**src/tick_task_scheduler_core_macros.svh**
```systemverilog
// Assertion macros for the tick task scheduler core.
// Each macro expects clk and arst_n to be visible at the point of use.
`ifndef TICK_TASK_SCHEDULER_CORE_MACROS_SVH
`define TICK_TASK_SCHEDULER_CORE_MACROS_SVH
`ifndef SYNTHESIS
`define TTS_ASSERT(lbl, prop, msg) \
	lbl: assert property (@(posedge clk) disable iff (!arst_n) (prop)) else $error(msg);
`define TTS_ASSERT_NEXT(lbl, ante, cons, msg) \
	lbl: assert property (@(posedge clk) disable iff (!arst_n) (ante) |=> (cons)) \
		else $error(msg);
`else
`define TTS_ASSERT(lbl, prop, msg)
`define TTS_ASSERT_NEXT(lbl, ante, cons, msg)
`endif
`endif

```
**src/tts_pkg.sv**
```systemverilog
// Shared types and constants of the tick task scheduler.
// No dependencies; used by tick_task_scheduler_core.
`default_nettype none
package tts_pkg;
	localparam int unsigned MAX_RESULTS = 32;
	localparam int unsigned ID_W = 32;
	localparam int unsigned TIME_W = 32;
	localparam int unsigned ORDER_W = 16;
	localparam int unsigned WORD_W = ID_W + TIME_W + TIME_W + ORDER_W;
	localparam logic [7:0] DIV_RESET = 8'd10;

	typedef logic [1:0] cmd_t;
	localparam cmd_t CMD_TICK = 2'd0;
	localparam cmd_t CMD_SCHED = 2'd1;
	localparam cmd_t CMD_CANCEL = 2'd2;

	typedef logic [2:0] status_t;
	localparam status_t ST_SCHEDULED = 3'd0;
	localparam status_t ST_FULL = 3'd1;
	localparam status_t ST_CANCELLED = 3'd2;
	localparam status_t ST_NOT_FOUND = 3'd3;
	localparam status_t ST_FIRED = 3'd4;

	typedef enum logic [4:0] {
		S_IDLE = 5'b00001,
		S_SCAN = 5'b00010,
		S_DECIDE = 5'b00100,
		S_RESP = 5'b01000,
		S_FLUSH = 5'b10000
	} state_t;
endpackage
`default_nettype wire

```
**src/tts_if.sv**
```systemverilog
// Request and result channel interfaces of the tick task scheduler.
// No dependencies.
`default_nettype none
interface tts_req_if;
	logic valid;
	logic ready;
	logic [1:0] cmd;
	logic [31:0] task_id;
	logic [31:0] due_time;
	logic [31:0] interval_ticks;
	modport source(output valid, cmd, task_id, due_time, interval_ticks, input ready);
	modport sink(input valid, cmd, task_id, due_time, interval_ticks, output ready);
endinterface

interface tts_rsp_if;
	logic valid;
	logic ready;
	logic [2:0] status;
	logic [31:0] task_id_out;
	logic last;
	modport source(output valid, status, task_id_out, last, input ready);
	modport sink(input valid, status, task_id_out, last, output ready);
endinterface
`default_nettype wire

```
**src/tts_ram.sv**
```systemverilog
// Generic single-write, single-read RAM with a registered read port.
// No dependencies.
`default_nettype none
module tts_ram #(
	parameter int unsigned WIDTH = 8,
	parameter int unsigned DEPTH = 32
) (
	input wire logic clk,
	input wire logic we,
	input wire logic [$clog2(DEPTH)-1:0] waddr,
	input wire logic [WIDTH-1:0] wdata,
	input wire logic [$clog2(DEPTH)-1:0] raddr,
	output logic [WIDTH-1:0] rdata
);
	logic [WIDTH-1:0] mem_q [DEPTH];

	always_ff @(posedge clk) begin
		if (we) begin
			mem_q[waddr] <= wdata;
		end
		rdata <= mem_q[raddr];
	end
endmodule
`default_nettype wire

```
**src/tick_task_scheduler_core.sv**
```systemverilog
// A schedule request takes a free table slot if any; a cancel scans the table.
// A raw tick that does not complete a time step only advances the sub-tick
// count. A time step runs one selection pass per fired task and a final pass
// unless MAX_RESULTS fired, as every pass reads the task table through its single
// RAM read port. Results leave through an output register; the block holds off
// new requests while it works on one. Depends on tts_pkg, tts_if and tts_ram.
`default_nettype none
`include "tick_task_scheduler_core_macros.svh"
module tick_task_scheduler_core #(
	parameter int unsigned TABLE_DEPTH = 32
) (
	input wire logic clk,
	input wire logic arst_n,
	input wire logic cfg_we,
	input wire logic [7:0] cfg_wdata,
	tts_req_if.sink req,
	tts_rsp_if.source rsp
);
	import tts_pkg::*;

	localparam int unsigned IW = $clog2(TABLE_DEPTH);
	localparam int unsigned FW = $clog2(MAX_RESULTS + 1);

	state_t state_q;
	logic [7:0] div_q, sub_q, sub_next;
	logic [TIME_W-1:0] now_q;
	logic [ORDER_W-1:0] ins_q;
	logic [TABLE_DEPTH-1:0] valid_q, pend_q;
	logic cancel_q, first_q, issue_done_q;
	logic [ID_W-1:0] key_q;
	logic [IW-1:0] idx_q, idx_s1;
	logic scan_s1;
	logic best_vld_q;
	logic [IW-1:0] best_idx_q;
	logic [TIME_W-1:0] best_due_q, best_ivl_q;
	logic [ORDER_W-1:0] best_age_q;
	logic [ID_W-1:0] best_id_q;
	logic held_vld_q;
	logic [ID_W-1:0] held_id_q;
	logic [FW-1:0] fire_cnt_q;
	status_t resp_st_q;
	logic out_vld_q, out_last_q;
	status_t out_st_q;
	logic [ID_W-1:0] out_id_q;

	logic we;
	logic [IW-1:0] waddr;
	logic [WORD_W-1:0] wdata, rdata;
	logic [ID_W-1:0] rd_id;
	logic [TIME_W-1:0] rd_due, rd_ivl;
	logic [ORDER_W-1:0] rd_order, rd_age;
	logic free_found;
	logic [IW-1:0] free_idx;
	logic cand, prec, slot_free, accept;

	tts_ram #(.WIDTH(WORD_W), .DEPTH(TABLE_DEPTH)) u_table (
		.clk(clk), .we(we), .waddr(waddr), .wdata(wdata),
		.raddr(idx_q), .rdata(rdata)
	);

	assign {rd_id, rd_due, rd_ivl, rd_order} = rdata;
	assign rd_age = ins_q - rd_order;
	assign accept = req.valid && req.ready;
	assign req.ready = (state_q == S_IDLE);
	assign slot_free = !out_vld_q || rsp.ready;
	assign sub_next = sub_q + 8'd1;
	assign rsp.valid = out_vld_q;
	assign rsp.status = out_st_q;
	assign rsp.task_id_out = out_id_q;
	assign rsp.last = out_last_q;

	always_comb begin
		free_found = 1'b0;
		free_idx = '0;
		for (int i = TABLE_DEPTH - 1; i >= 0; i--) begin
			if (!valid_q[i]) begin
				free_found = 1'b1;
				free_idx = IW'(i);
			end
		end
	end

	always_comb begin
		if (cancel_q) begin
			cand = valid_q[idx_s1] && (rd_id == key_q);
		end else if (first_q) begin
			cand = valid_q[idx_s1] && (rd_due <= now_q);
		end else begin
			cand = pend_q[idx_s1];
		end
		prec = (rd_due < best_due_q) || ((rd_due == best_due_q) && (rd_age > best_age_q));
	end

	always_comb begin
		we = 1'b0;
		waddr = free_idx;
		wdata = {req.task_id, req.due_time, req.interval_ticks, ins_q};
		if (state_q == S_IDLE) begin
			we = accept && (req.cmd == CMD_SCHED) && free_found;
		end else if (state_q == S_DECIDE) begin
			waddr = best_idx_q;
			wdata = {best_id_q, now_q + best_ivl_q, best_ivl_q, ins_q};
			we = !cancel_q && best_vld_q && (best_ivl_q != '0)
				&& (!held_vld_q || slot_free);
		end
	end

	always_ff @(posedge clk or negedge arst_n) begin
		if (!arst_n) begin
			state_q <= S_IDLE;
			div_q <= DIV_RESET;
			sub_q <= '0;
			now_q <= '0;
			ins_q <= '0;
			valid_q <= '0;
			pend_q <= '0;
			scan_s1 <= 1'b0;
			issue_done_q <= 1'b0;
			best_vld_q <= 1'b0;
			held_vld_q <= 1'b0;
			fire_cnt_q <= '0;
			out_vld_q <= 1'b0;
			cancel_q <= 1'b0;
			first_q <= 1'b0;
		end else begin
			if (cfg_we) begin
				div_q <= cfg_wdata;
			end
			if (rsp.ready) begin
				out_vld_q <= 1'b0;
			end
			scan_s1 <= 1'b0;
			case (state_q)
				S_IDLE: begin
					if (accept) begin
						key_q <= req.task_id;
						idx_q <= '0;
						issue_done_q <= 1'b0;
						best_vld_q <= 1'b0;
						case (req.cmd)
							CMD_TICK: begin
								if (sub_next < div_q) begin
									sub_q <= sub_next;
								end else begin
									sub_q <= '0;
									now_q <= now_q + 1'b1;
									cancel_q <= 1'b0;
									first_q <= 1'b1;
									fire_cnt_q <= '0;
									state_q <= S_SCAN;
								end
							end
							CMD_SCHED: begin
								if (free_found) begin
									valid_q[free_idx] <= 1'b1;
									ins_q <= ins_q + 1'b1;
									resp_st_q <= ST_SCHEDULED;
								end else begin
									resp_st_q <= ST_FULL;
								end
								state_q <= S_RESP;
							end
							CMD_CANCEL: begin
								cancel_q <= 1'b1;
								state_q <= S_SCAN;
							end
							default: begin
							end
						endcase
					end
				end
				S_SCAN: begin
					if (!issue_done_q) begin
						scan_s1 <= 1'b1;
						idx_s1 <= idx_q;
						if (idx_q == IW'(TABLE_DEPTH - 1)) begin
							issue_done_q <= 1'b1;
						end else begin
							idx_q <= idx_q + 1'b1;
						end
					end
					if (scan_s1) begin
						if (first_q && !cancel_q) begin
							pend_q[idx_s1] <= cand;
						end
						if (cand && (!best_vld_q || prec)) begin
							best_vld_q <= 1'b1;
							best_idx_q <= idx_s1;
							best_due_q <= rd_due;
							best_age_q <= rd_age;
							best_id_q <= rd_id;
							best_ivl_q <= rd_ivl;
						end
						if (idx_s1 == IW'(TABLE_DEPTH - 1)) begin
							state_q <= S_DECIDE;
						end
					end
				end
				S_DECIDE: begin
					if (cancel_q) begin
						if (best_vld_q) begin
							valid_q[best_idx_q] <= 1'b0;
							resp_st_q <= ST_CANCELLED;
						end else begin
							resp_st_q <= ST_NOT_FOUND;
						end
						state_q <= S_RESP;
					end else if (!best_vld_q) begin
						state_q <= held_vld_q ? S_FLUSH : S_IDLE;
					end else if (!held_vld_q || slot_free) begin
						if (held_vld_q) begin
							out_vld_q <= 1'b1;
							out_st_q <= ST_FIRED;
							out_id_q <= held_id_q;
							out_last_q <= 1'b0;
						end
						held_vld_q <= 1'b1;
						held_id_q <= best_id_q;
						pend_q[best_idx_q] <= 1'b0;
						if (best_ivl_q != '0) begin
							ins_q <= ins_q + 1'b1;
						end else begin
							valid_q[best_idx_q] <= 1'b0;
						end
						fire_cnt_q <= fire_cnt_q + 1'b1;
						first_q <= 1'b0;
						idx_q <= '0;
						issue_done_q <= 1'b0;
						best_vld_q <= 1'b0;
						if (fire_cnt_q == FW'(MAX_RESULTS - 1)) begin
							state_q <= S_FLUSH;
						end else begin
							state_q <= S_SCAN;
						end
					end
				end
				S_RESP: begin
					if (slot_free) begin
						out_vld_q <= 1'b1;
						out_st_q <= resp_st_q;
						out_id_q <= key_q;
						out_last_q <= 1'b1;
						state_q <= S_IDLE;
					end
				end
				S_FLUSH: begin
					if (slot_free) begin
						out_vld_q <= 1'b1;
						out_st_q <= ST_FIRED;
						out_id_q <= held_id_q;
						out_last_q <= 1'b1;
						held_vld_q <= 1'b0;
						state_q <= S_IDLE;
					end
				end
				default: begin
					state_q <= S_IDLE;
				end
			endcase
		end
	end

	`TTS_ASSERT(a_fire_cap, fire_cnt_q <= FW'(MAX_RESULTS), "firing count passed its cap")
	`TTS_ASSERT(a_idle_no_held, !(state_q == S_IDLE && held_vld_q), "held firing left behind")
	`TTS_ASSERT(a_flush_held, !(state_q == S_FLUSH) || held_vld_q, "flush with nothing held")
	`TTS_ASSERT_NEXT(a_resp_done, state_q == S_RESP && slot_free, out_vld_q && out_last_q,
		"response not presented")
endmodule
`default_nettype wire
```
**src/flat_wrapper.sv**
```systemverilog
// flat-port wrapper written by rule: the top's interface ports become plain ports
module tick_task_scheduler_core_flat import tts_pkg::*;
#(
	parameter int unsigned TABLE_DEPTH = 32
)
  (clk, arst_n, cfg_we, cfg_wdata, req_valid, req_cmd, req_task_id, req_due_time, req_interval_ticks, req_ready, rsp_valid, rsp_status, rsp_task_id_out, rsp_last, rsp_ready);
  tts_req_if req_i ();
  tts_rsp_if rsp_i ();
  input wire logic clk;
  input wire logic arst_n;
  input wire logic cfg_we;
  input wire logic [7:0] cfg_wdata;
  input wire logic [$bits(req_i.valid)-1:0] req_valid;
  input wire logic [$bits(req_i.cmd)-1:0] req_cmd;
  input wire logic [$bits(req_i.task_id)-1:0] req_task_id;
  input wire logic [$bits(req_i.due_time)-1:0] req_due_time;
  input wire logic [$bits(req_i.interval_ticks)-1:0] req_interval_ticks;
  output wire logic [$bits(req_i.ready)-1:0] req_ready;
  output wire logic [$bits(rsp_i.valid)-1:0] rsp_valid;
  output wire logic [$bits(rsp_i.status)-1:0] rsp_status;
  output wire logic [$bits(rsp_i.task_id_out)-1:0] rsp_task_id_out;
  output wire logic [$bits(rsp_i.last)-1:0] rsp_last;
  input wire logic [$bits(rsp_i.ready)-1:0] rsp_ready;
  assign req_i.valid = req_valid;
  assign req_i.cmd = req_cmd;
  assign req_i.task_id = req_task_id;
  assign req_i.due_time = req_due_time;
  assign req_i.interval_ticks = req_interval_ticks;
  assign req_ready = req_i.ready;
  assign rsp_valid = rsp_i.valid;
  assign rsp_status = rsp_i.status;
  assign rsp_task_id_out = rsp_i.task_id_out;
  assign rsp_last = rsp_i.last;
  assign rsp_i.ready = rsp_ready;
  tick_task_scheduler_core #(.TABLE_DEPTH(TABLE_DEPTH)) u_core (.clk(clk), .arst_n(arst_n), .cfg_we(cfg_we), .cfg_wdata(cfg_wdata), .req(req_i), .rsp(rsp_i));
endmodule
```
**config.mk**
```make
export PLATFORM = sky130hd
export DESIGN_NAME = tick_task_scheduler_core_flat
export DESIGN_NICKNAME = d
export VERILOG_FILES = /design/src/tts_pkg.sv /design/src/tts_if.sv /design/src/tts_ram.sv /design/src/tick_task_scheduler_core.sv /design/src/flat_wrapper.sv
export VERILOG_INCLUDE_DIRS = /design/src /design/src/src
export SDC_FILE = /design/constraint.sdc
export NUM_CORES = 2
export LEC_CHECK = 0
export CAP_MARGIN = 20
export CELL_PAD_IN_SITES_DETAIL_PLACEMENT = 1
export CELL_PAD_IN_SITES_GLOBAL_PLACEMENT = 1
export CORE_MARGIN = 2
export CORE_UTILIZATION = 40
export DETAILED_ROUTE_END_ITERATION = 7
export DONT_BUFFER_PORTS = 1
export PLACE_DENSITY_LB_ADDON = 0.1
export RECOVER_POWER = 100
export SYNTH_ARGS = -nofsm -noshare
export SYNTH_HDL_FRONTEND = slang
export SYNTH_SLANG_ARGS = --single-unit
```
**constraint.sdc**
```tcl
create_clock -name clk -period 32.5 [get_ports clk]
set_input_delay 3.25 -clock clk [delete_from_list [all_inputs] [get_ports clk]]
set_output_delay 3.25 -clock clk [all_outputs]
set_load 0.05 [all_outputs]
```
Word level (Yosys, flattened, before mapping)
Memory sizes are Yosys's and may differ from the RTL's. A register that Yosys moved wholly into a read port is not among the register bits.
Index checks and enable logic that the tools add are counted.
Word-level totals
  register bits after elaboration: 376
  bits in latches: 0
  RAM bits: 3584
  ROM bits: 0
  input bits: 111
  output and inout bits: 38
  word-level logic and storage cells: 336
  memories kept: 1
Memory list
  u_core.u_table.mem_q: words 32, width 112, rd ports 1, clocked after memory_dff 1, write ports 1, RTL line tts_ram.sv:15  | logic [WIDTH-1:0] mem_q [DEPTH];
Cells by class
  add/sub/neg operators: 7
  multipliers: 0
  div/mod/pow operators: 0
  $lt $le $gt $ge: 10
  equality and inequality tests: 38
  shift-type cells: 0
  multiplexer cells: 194
  bitwise gates (word level): 7
  reductions and logical operators: 51
Operators by type and width (count)
  $mux W32: 19
  $mux W5: 50
  $mux W112: 2
  $pmux W32 S2: 2
  $mux W16: 7
  $pmux W32 S3: 1
  $mux W1: 77
  $and A32 B32 Y32: 2
  $eq A32 B32 Y1: 2
  $mux W6: 6
  $add A32 B1 Y32 const B: 1
  $add A32 B32 Y32: 1
  $bwmux W32: 1
  $le A32 B32 Y1: 1
  $lt A32 B32 Y1: 1
  $not A32 Y32: 1
  $or A32 B32 Y32: 1
  $pmux W16 S2: 1
  $reduce_bool A32 Y1: 1
  $pmux W5 S3: 2
  $reduce_and A7 Y1: 4
  $mux W3: 9
  $reduce_and A5 Y1: 5
  $reduce_and A8 Y1: 3
  other kinds (43): 107

Longest topological paths before layout
  depth after elaboration: 41
  mapped depth: 21
  depth with buffers taken out: 21

By module
From an unflattened synthesis, not the netlist that was laid out.
Unflattened totals
  cell total of the unflattened synthesis: 8646
  area, all modules: 160032.2 um^2
By module, submodules not included
  tts_ram: instances 1, cells each 6524, area each 138248.8 um^2, seq. area each 109865.4 um^2
  tick_task_scheduler_core: instances 1, cells each 2122, area each 21783.4 um^2, seq. area each 10533.9 um^2

Worst setup path before layout
Ideal clock, no wire load.
  path kind: register -> register
  from: reg u_core.ins_q[1]
  to: reg u_core.best_age_q[0], enable pin
  library setup time: 760 ps
  arrival: 12230 ps
  data required time: 31740 ps
  slack: 19511 ps
  cell stages (with the launch flop): 18
  buffers on the path: 0
  period minus slack after synthesis: 12989 ps
  path through: dfrtp_1 > ha_1 > nor2b_1 > o21a_1 > o21ai_0 > a21oi_1 > a41o_1 > o41ai_1 > o2111ai_1 > a21oi_1 > xnor2_1 > ha_1 > nand2_1 > nor3_1 > a221oi_1 > o31ai_1 > a21oi_1 > nor3b_1
On the way
  cells in the longest elaborated chain, start to end: 7
Ends and longest elaborated chain
  start: declaration: RTL line tick_task_scheduler_core.sv:27  | logic [ORDER_W-1:0] ins_q;
  start signal: assignment: RTL line tick_task_scheduler_core.sv:156  | ins_q <= ins_q + 1'b1;
  start signal: assignment: RTL line tick_task_scheduler_core.sv:221  | ins_q <= ins_q + 1'b1;
  $sub A16 B16 Y16: RTL line tick_task_scheduler_core.sv:62  | assign rd_age = ins_q - rd_order;
  named net u_core.rd_age[15]: RTL line tick_task_scheduler_core.sv:51  | logic [ORDER_W-1:0] rd_order, rd_age;
  $gt A16 B16 Y1: RTL line tick_task_scheduler_core.sv:91  | prec = (rd_due < best_due_q) || ((rd_due == best_due_q) && (rd_age > best_age_q));
  $logic_and A1 B1 Y1: RTL line tick_task_scheduler_core.sv:91
  $logic_or A1 B1 Y1: RTL line tick_task_scheduler_core.sv:91
  $logic_or A1 B1 Y1: RTL line tick_task_scheduler_core.sv:186  | if (cand && (!best_vld_q || prec)) begin
  $logic_and A1 B1 Y1: RTL line tick_task_scheduler_core.sv:186
  $reduce_and A4 Y1 (no source line)
  end signal: assignment: RTL line tick_task_scheduler_core.sv:190  | best_age_q <= rd_age;
  end: declaration: RTL line tick_task_scheduler_core.sv:36  | logic [ORDER_W-1:0] best_age_q;
The timed path passes the listed nets, and every way through them passes these cells.
A chain may end at the register's enable or synchronous reset.

Worst setup path in the final report
  from: reg u_core.state_q[0]
  to: mem u_core.u_table.mem_q[24][10] in the netlist's numbering, enable pin
On the way
  cells in the longest elaborated chain, start to end: 7
  elaborated cells between the ends (all ways): 11
  classes of those cells: eq/ne: 2; mux: 6; reduce/logical: 3
Ends and longest elaborated chain
  start: declaration: RTL line tick_task_scheduler_core.sv:24  | state_t state_q;
  start signal: assignment: RTL line tick_task_scheduler_core.sv:209  | state_q <= held_vld_q ? S_FLUSH : S_IDLE;
  $eq A5 B1 Y1: RTL line tick_task_scheduler_core.sv:64, tick_task_scheduler_core.sv:98
  $logic_and A1 B1 Y1: RTL line tick_task_scheduler_core.sv:63  | assign accept = req.valid && req.ready;
  $logic_and A1 B1 Y1 (2 in a row): RTL line tick_task_scheduler_core.sv:99  | we = accept && (req.cmd == CMD_SCHED) && free_found;
  $mux W1: RTL line tick_task_scheduler_core.sv:98  | if (state_q == S_IDLE) begin
  $mux W1: RTL line tts_ram.sv:18  | if (we) begin
  $mux W1 (not written as such): RTL line tts_ram.sv:19  | mem_q[waddr] <= wdata;
  end: declaration: RTL line tts_ram.sv:15
Several ways; a longest one is shown, not always the timed one.

==> summary.md <==
| Metric | Value |
|---|---|
| Status | finished with violations |
| Failing checks | capacitance limit, slew limit |
| Final hold viol count | 0 |
| Yosys top cell by area | edfxtp_1 |
| Worst skew pair latency | a little under 1 ns |
| Rows | 231 |
| CTS resizes | 0 |
| Post-route ant nets | 0 |
| Most frequent cells in the layout | 3813 x edfxtp_1, 1127 x mux4_2, 448 x clkbuf_16 |
| Max stage delay on crit path | 6.52 ns |
| Synth warn | 0 |
| Total power | 14000 uW |
| GRT overflow | 0 |
| Most common cell after layout, fill and taps aside | edfxtp_1 |
| Post-synth EDFFs | ~3800 |
| Fill cells | approximately 36000 |
| Final setup viols | 0 |
| RSZ-0062 raised after global routing | no |
| Post-synthesis instance total | approximately 7300 |
| Worst slew pin tran | ~11 ns |
| Placeable Area | 0.395 sq mm |
| Die Ht | roughly 630 microns |
| # clock sinks | ~4000 |
| CP Max Fanout | 92 |
| WL per Instance | 35.0 microns |
| Area Overhead vs Synth | 13.1% |
| Via-per-instance ratio | a little under 6 |
| Total Routing Usage GR | between 20% and 30% |
| Slowest CP cell | clkbuf_1 |
| Clock Root Buffer | clkbuf_16 |
| Placed Cells | around 12000 |
| Post-CTS Hold Buffers | 0 |
| Crit start category | register |
| Largest net degree at the start of global routing | approximately 150 |
| CP Cell Sequence | nor2_1 -> nand3_1 -> clkinvlp_2 -> clkbuf_1 -> o31a_1 -> clkbuf_1 -> nor2_1 -> clkbuf_1 |
| Die ar. | about 0.4 sq mm |
| Fin. max-slew vios | between 6000 and 7000 |
| Largest cells by area after synthesis | edfxtp_1 72%, mux4_2 16%, dfrtp_1 2.3%, dfxtp_1 1.4%, ha_1 1.1% |
| First-pass GRT wire length | ~660 mm |
| Final worst slack | 15.34 ns |
| Post-synthesis async set-or-reset flop share | 3.59% |
| Multi-input logic area | roughly 0.037 sq mm |
| HPWL Detailed | 270 mm |
| Pre-Repair DR Iteration Count | 7 |
| Final #Nets | approximately 7900 |
| Primary FF master, synth | edfxtp_1 |
| Slew HR | -604% |
| Syn nets | between 7000 and 8000 |
| Layout cells sized above 1 | about 24% |
| Power per cell area | 78.0 mW/mm^2 |
| Crit Path Category | register to register |
| CTS Buf Count | about 440 |
| Worst-path clk slew | about 0.060 ns |
| Final hold slack | approximately 0.40 ns |
| Synth Register Bits | between 4000 and 5000 |
| Sequential fraction of the synthesis area | 75.9% |
| Netlist cell types | 84 |
| Number of H-tree levels | 5 |
| Max Freq | 58.3 MHz |
| Port bufs | 0 |
| Initial DRC Count | 7600 |
| Place WS | between 20 and 25 ns |
| CP Capture Type | register |
| CTS tree | built |
| Total negative slack | 0 ns |
| Synthesized area per cell | roughly 22 sq um |
| # Post-CTS Setup Buffers | 0 |
| Residual DRC | 0 |
| Routability Congestion | about 0.8 |
| Vias in the first global route | around 81000 |
| Synthesized cell area | approximately 0.16 sq mm |
| Ports | around 150 |
| VDD IR max | 0.0000503 V |
| Antenna violations before repair | 34 |
| CP dominant cell by count | clkbuf_1 |
| CP required | 32.77 ns |
| Clk_skew | roughly 0.066 ns |
| Hold Path Class | register to register |
| Area share of the largest cell type after synthesis | between 70% and 80% |
| WL final | around 460 mm |
| CTS Buffer Depth | 4 |
| Post-Layout Cell Count | approximately 13000 |
| Leak | 0.0572 uW |
| Worst Path Arrival | about 17 ns |
| Final clock period utilization by the worst path | between 50% and 60% |
| Register area | around 0.12 sq mm |
| Via count | 77300 |
| Initial Util | around two fifths |
| Min Tclk post-route | about 17 ns |
| Worst R2R Setup Slack | about 15 ns |
| Die width | 634 microns |
| Max Cap Viol | approximately 190 |
-- layout make-up --
class                      count  share of cell area (%)
sequential                  4071                    67.1
multi-input combinational   2758                    20.4
clock buffer                 615                    6.83
tap                         5242                    3.66
clock inverter               208                    1.05
timing repair buffer         265                   0.691
inverter                     132                   0.277
antenna                        8                  0.0112
-- logic make-up (layout without fill, tap and decap cells) --
logic type / after synthesis / count (layout) / share of synthesized area [%]
DFF: 4071 / 4071 / 75.9
muxes: 1287 / 1287 / 17.2
and+or+nand+nor: 745 / 745 / 2.17
AOI/OAI and AO/OA: 454 / 454 / 1.77
buffers and inverters: 451 / 1220 / 1.12
adders and majority gates: 141 / 141 / 1.12
xor gates and xnor gates: 131 / 131 / 0.723
other: 0 / 8 / 0
-- metal layers --
metal / vias to the layer above / GRT usage [%] / wire length, microns
li1: 31200 / - / -
met1: 43300 / 34.2 / 207000
met2: 2297 / 37.6 / 224000
met3: 528 / 2.55 / 24400
met4: 4 / 4.56 / 9520
met5: - / 0 / 33
-- Yosys cell counts (32+ instances only) --
cell and n:
dfrtp_1 143, buf_1 55, ha_1 139, mux2_2 148, nand2_1 371, mux4_2 1127
nand3_1 45, edfxtp_1 3813, a21oi_1 76, nor3_1 32, xor2_1 57, inv_1 130
clkbuf_1 226, nor2_1 120, xnor2_1 74, o21ai_0 197, dfxtp_1 112
-- state kept, by name, summed over array words and instances, names as in the netlist, 5 cells and up --
| signal | cells |
|---|---|
| u_core.valid_q | 32 |
| u_core.held_id_q | 32 |
| u_core.idx_s1 | 5 |
| u_core.state_q | 5 |
| u_core.u_table.mem_q | 3584 |
| u_core.rsp.task_id_out | 32 |
| u_core.best_ivl_q | 32 |
| u_core.u_table.rdata | 112 |
| u_core.best_due_q | 32 |
| u_core.best_id_q | 32 |
| u_core.pend_q | 32 |
| u_core.idx_q | 5 |
| u_core.key_q | 32 |
| u_core.best_idx_q | 5 |
| u_core.div_q | 8 |
| u_core.best_age_q | 16 |
| u_core.now_q | 32 |
| u_core.ins_q | 16 |
| u_core.fire_cnt_q | 6 |
| u_core.sub_q | 8 |
-- final timing paths --
path,startpoint,cells after the start,to
max reg2reg,u_core.state_q[0],8,u_core.u_table.mem_q[24][10]
max in group asynchronous,arst_n,0,u_core.ins_q[6]
max,u_core.state_q[0],8,u_core.u_table.mem_q[24][10]
min,u_core.u_table.rdata[39],0,u_core.best_ivl_q[23]
min in group asynchronous,arst_n,0,u_core.valid_q[7]
min reg2reg,u_core.u_table.rdata[39],0,u_core.best_ivl_q[23]
-- metrics by stage --
stage / instance area, sq um / util [%]
3_5_place_dp: 167000 / 42.2
5_1_grt: 179000 / 45.4
3_3_place_gp: 166000 / 42.1
6_report: 179000 / 45.4
2_1_floorplan: 159000 / -
4_1_cts: 181000 / 45.8
-- report_power, final --
part / switching [uW] / leakage, uW / total (uW) / internal, uW
combinational: 1630 / 0.0128 / 2870 / 1240
clock: 2080 / 0.00693 / 4930 / 2840
sequential: 124 / 0.0375 / 6190 / 6060
-- critical path: cells and delay by family, from the launching register on --
family	cells	cell delay, ns
buffers and inverters	4	11.52
and+or+nand+nor	3	3.35
AOI/OAI and AO/OA	1	0.77
DFF	1	0.57
No activity file was read; power rests on OpenSTA's default activity.
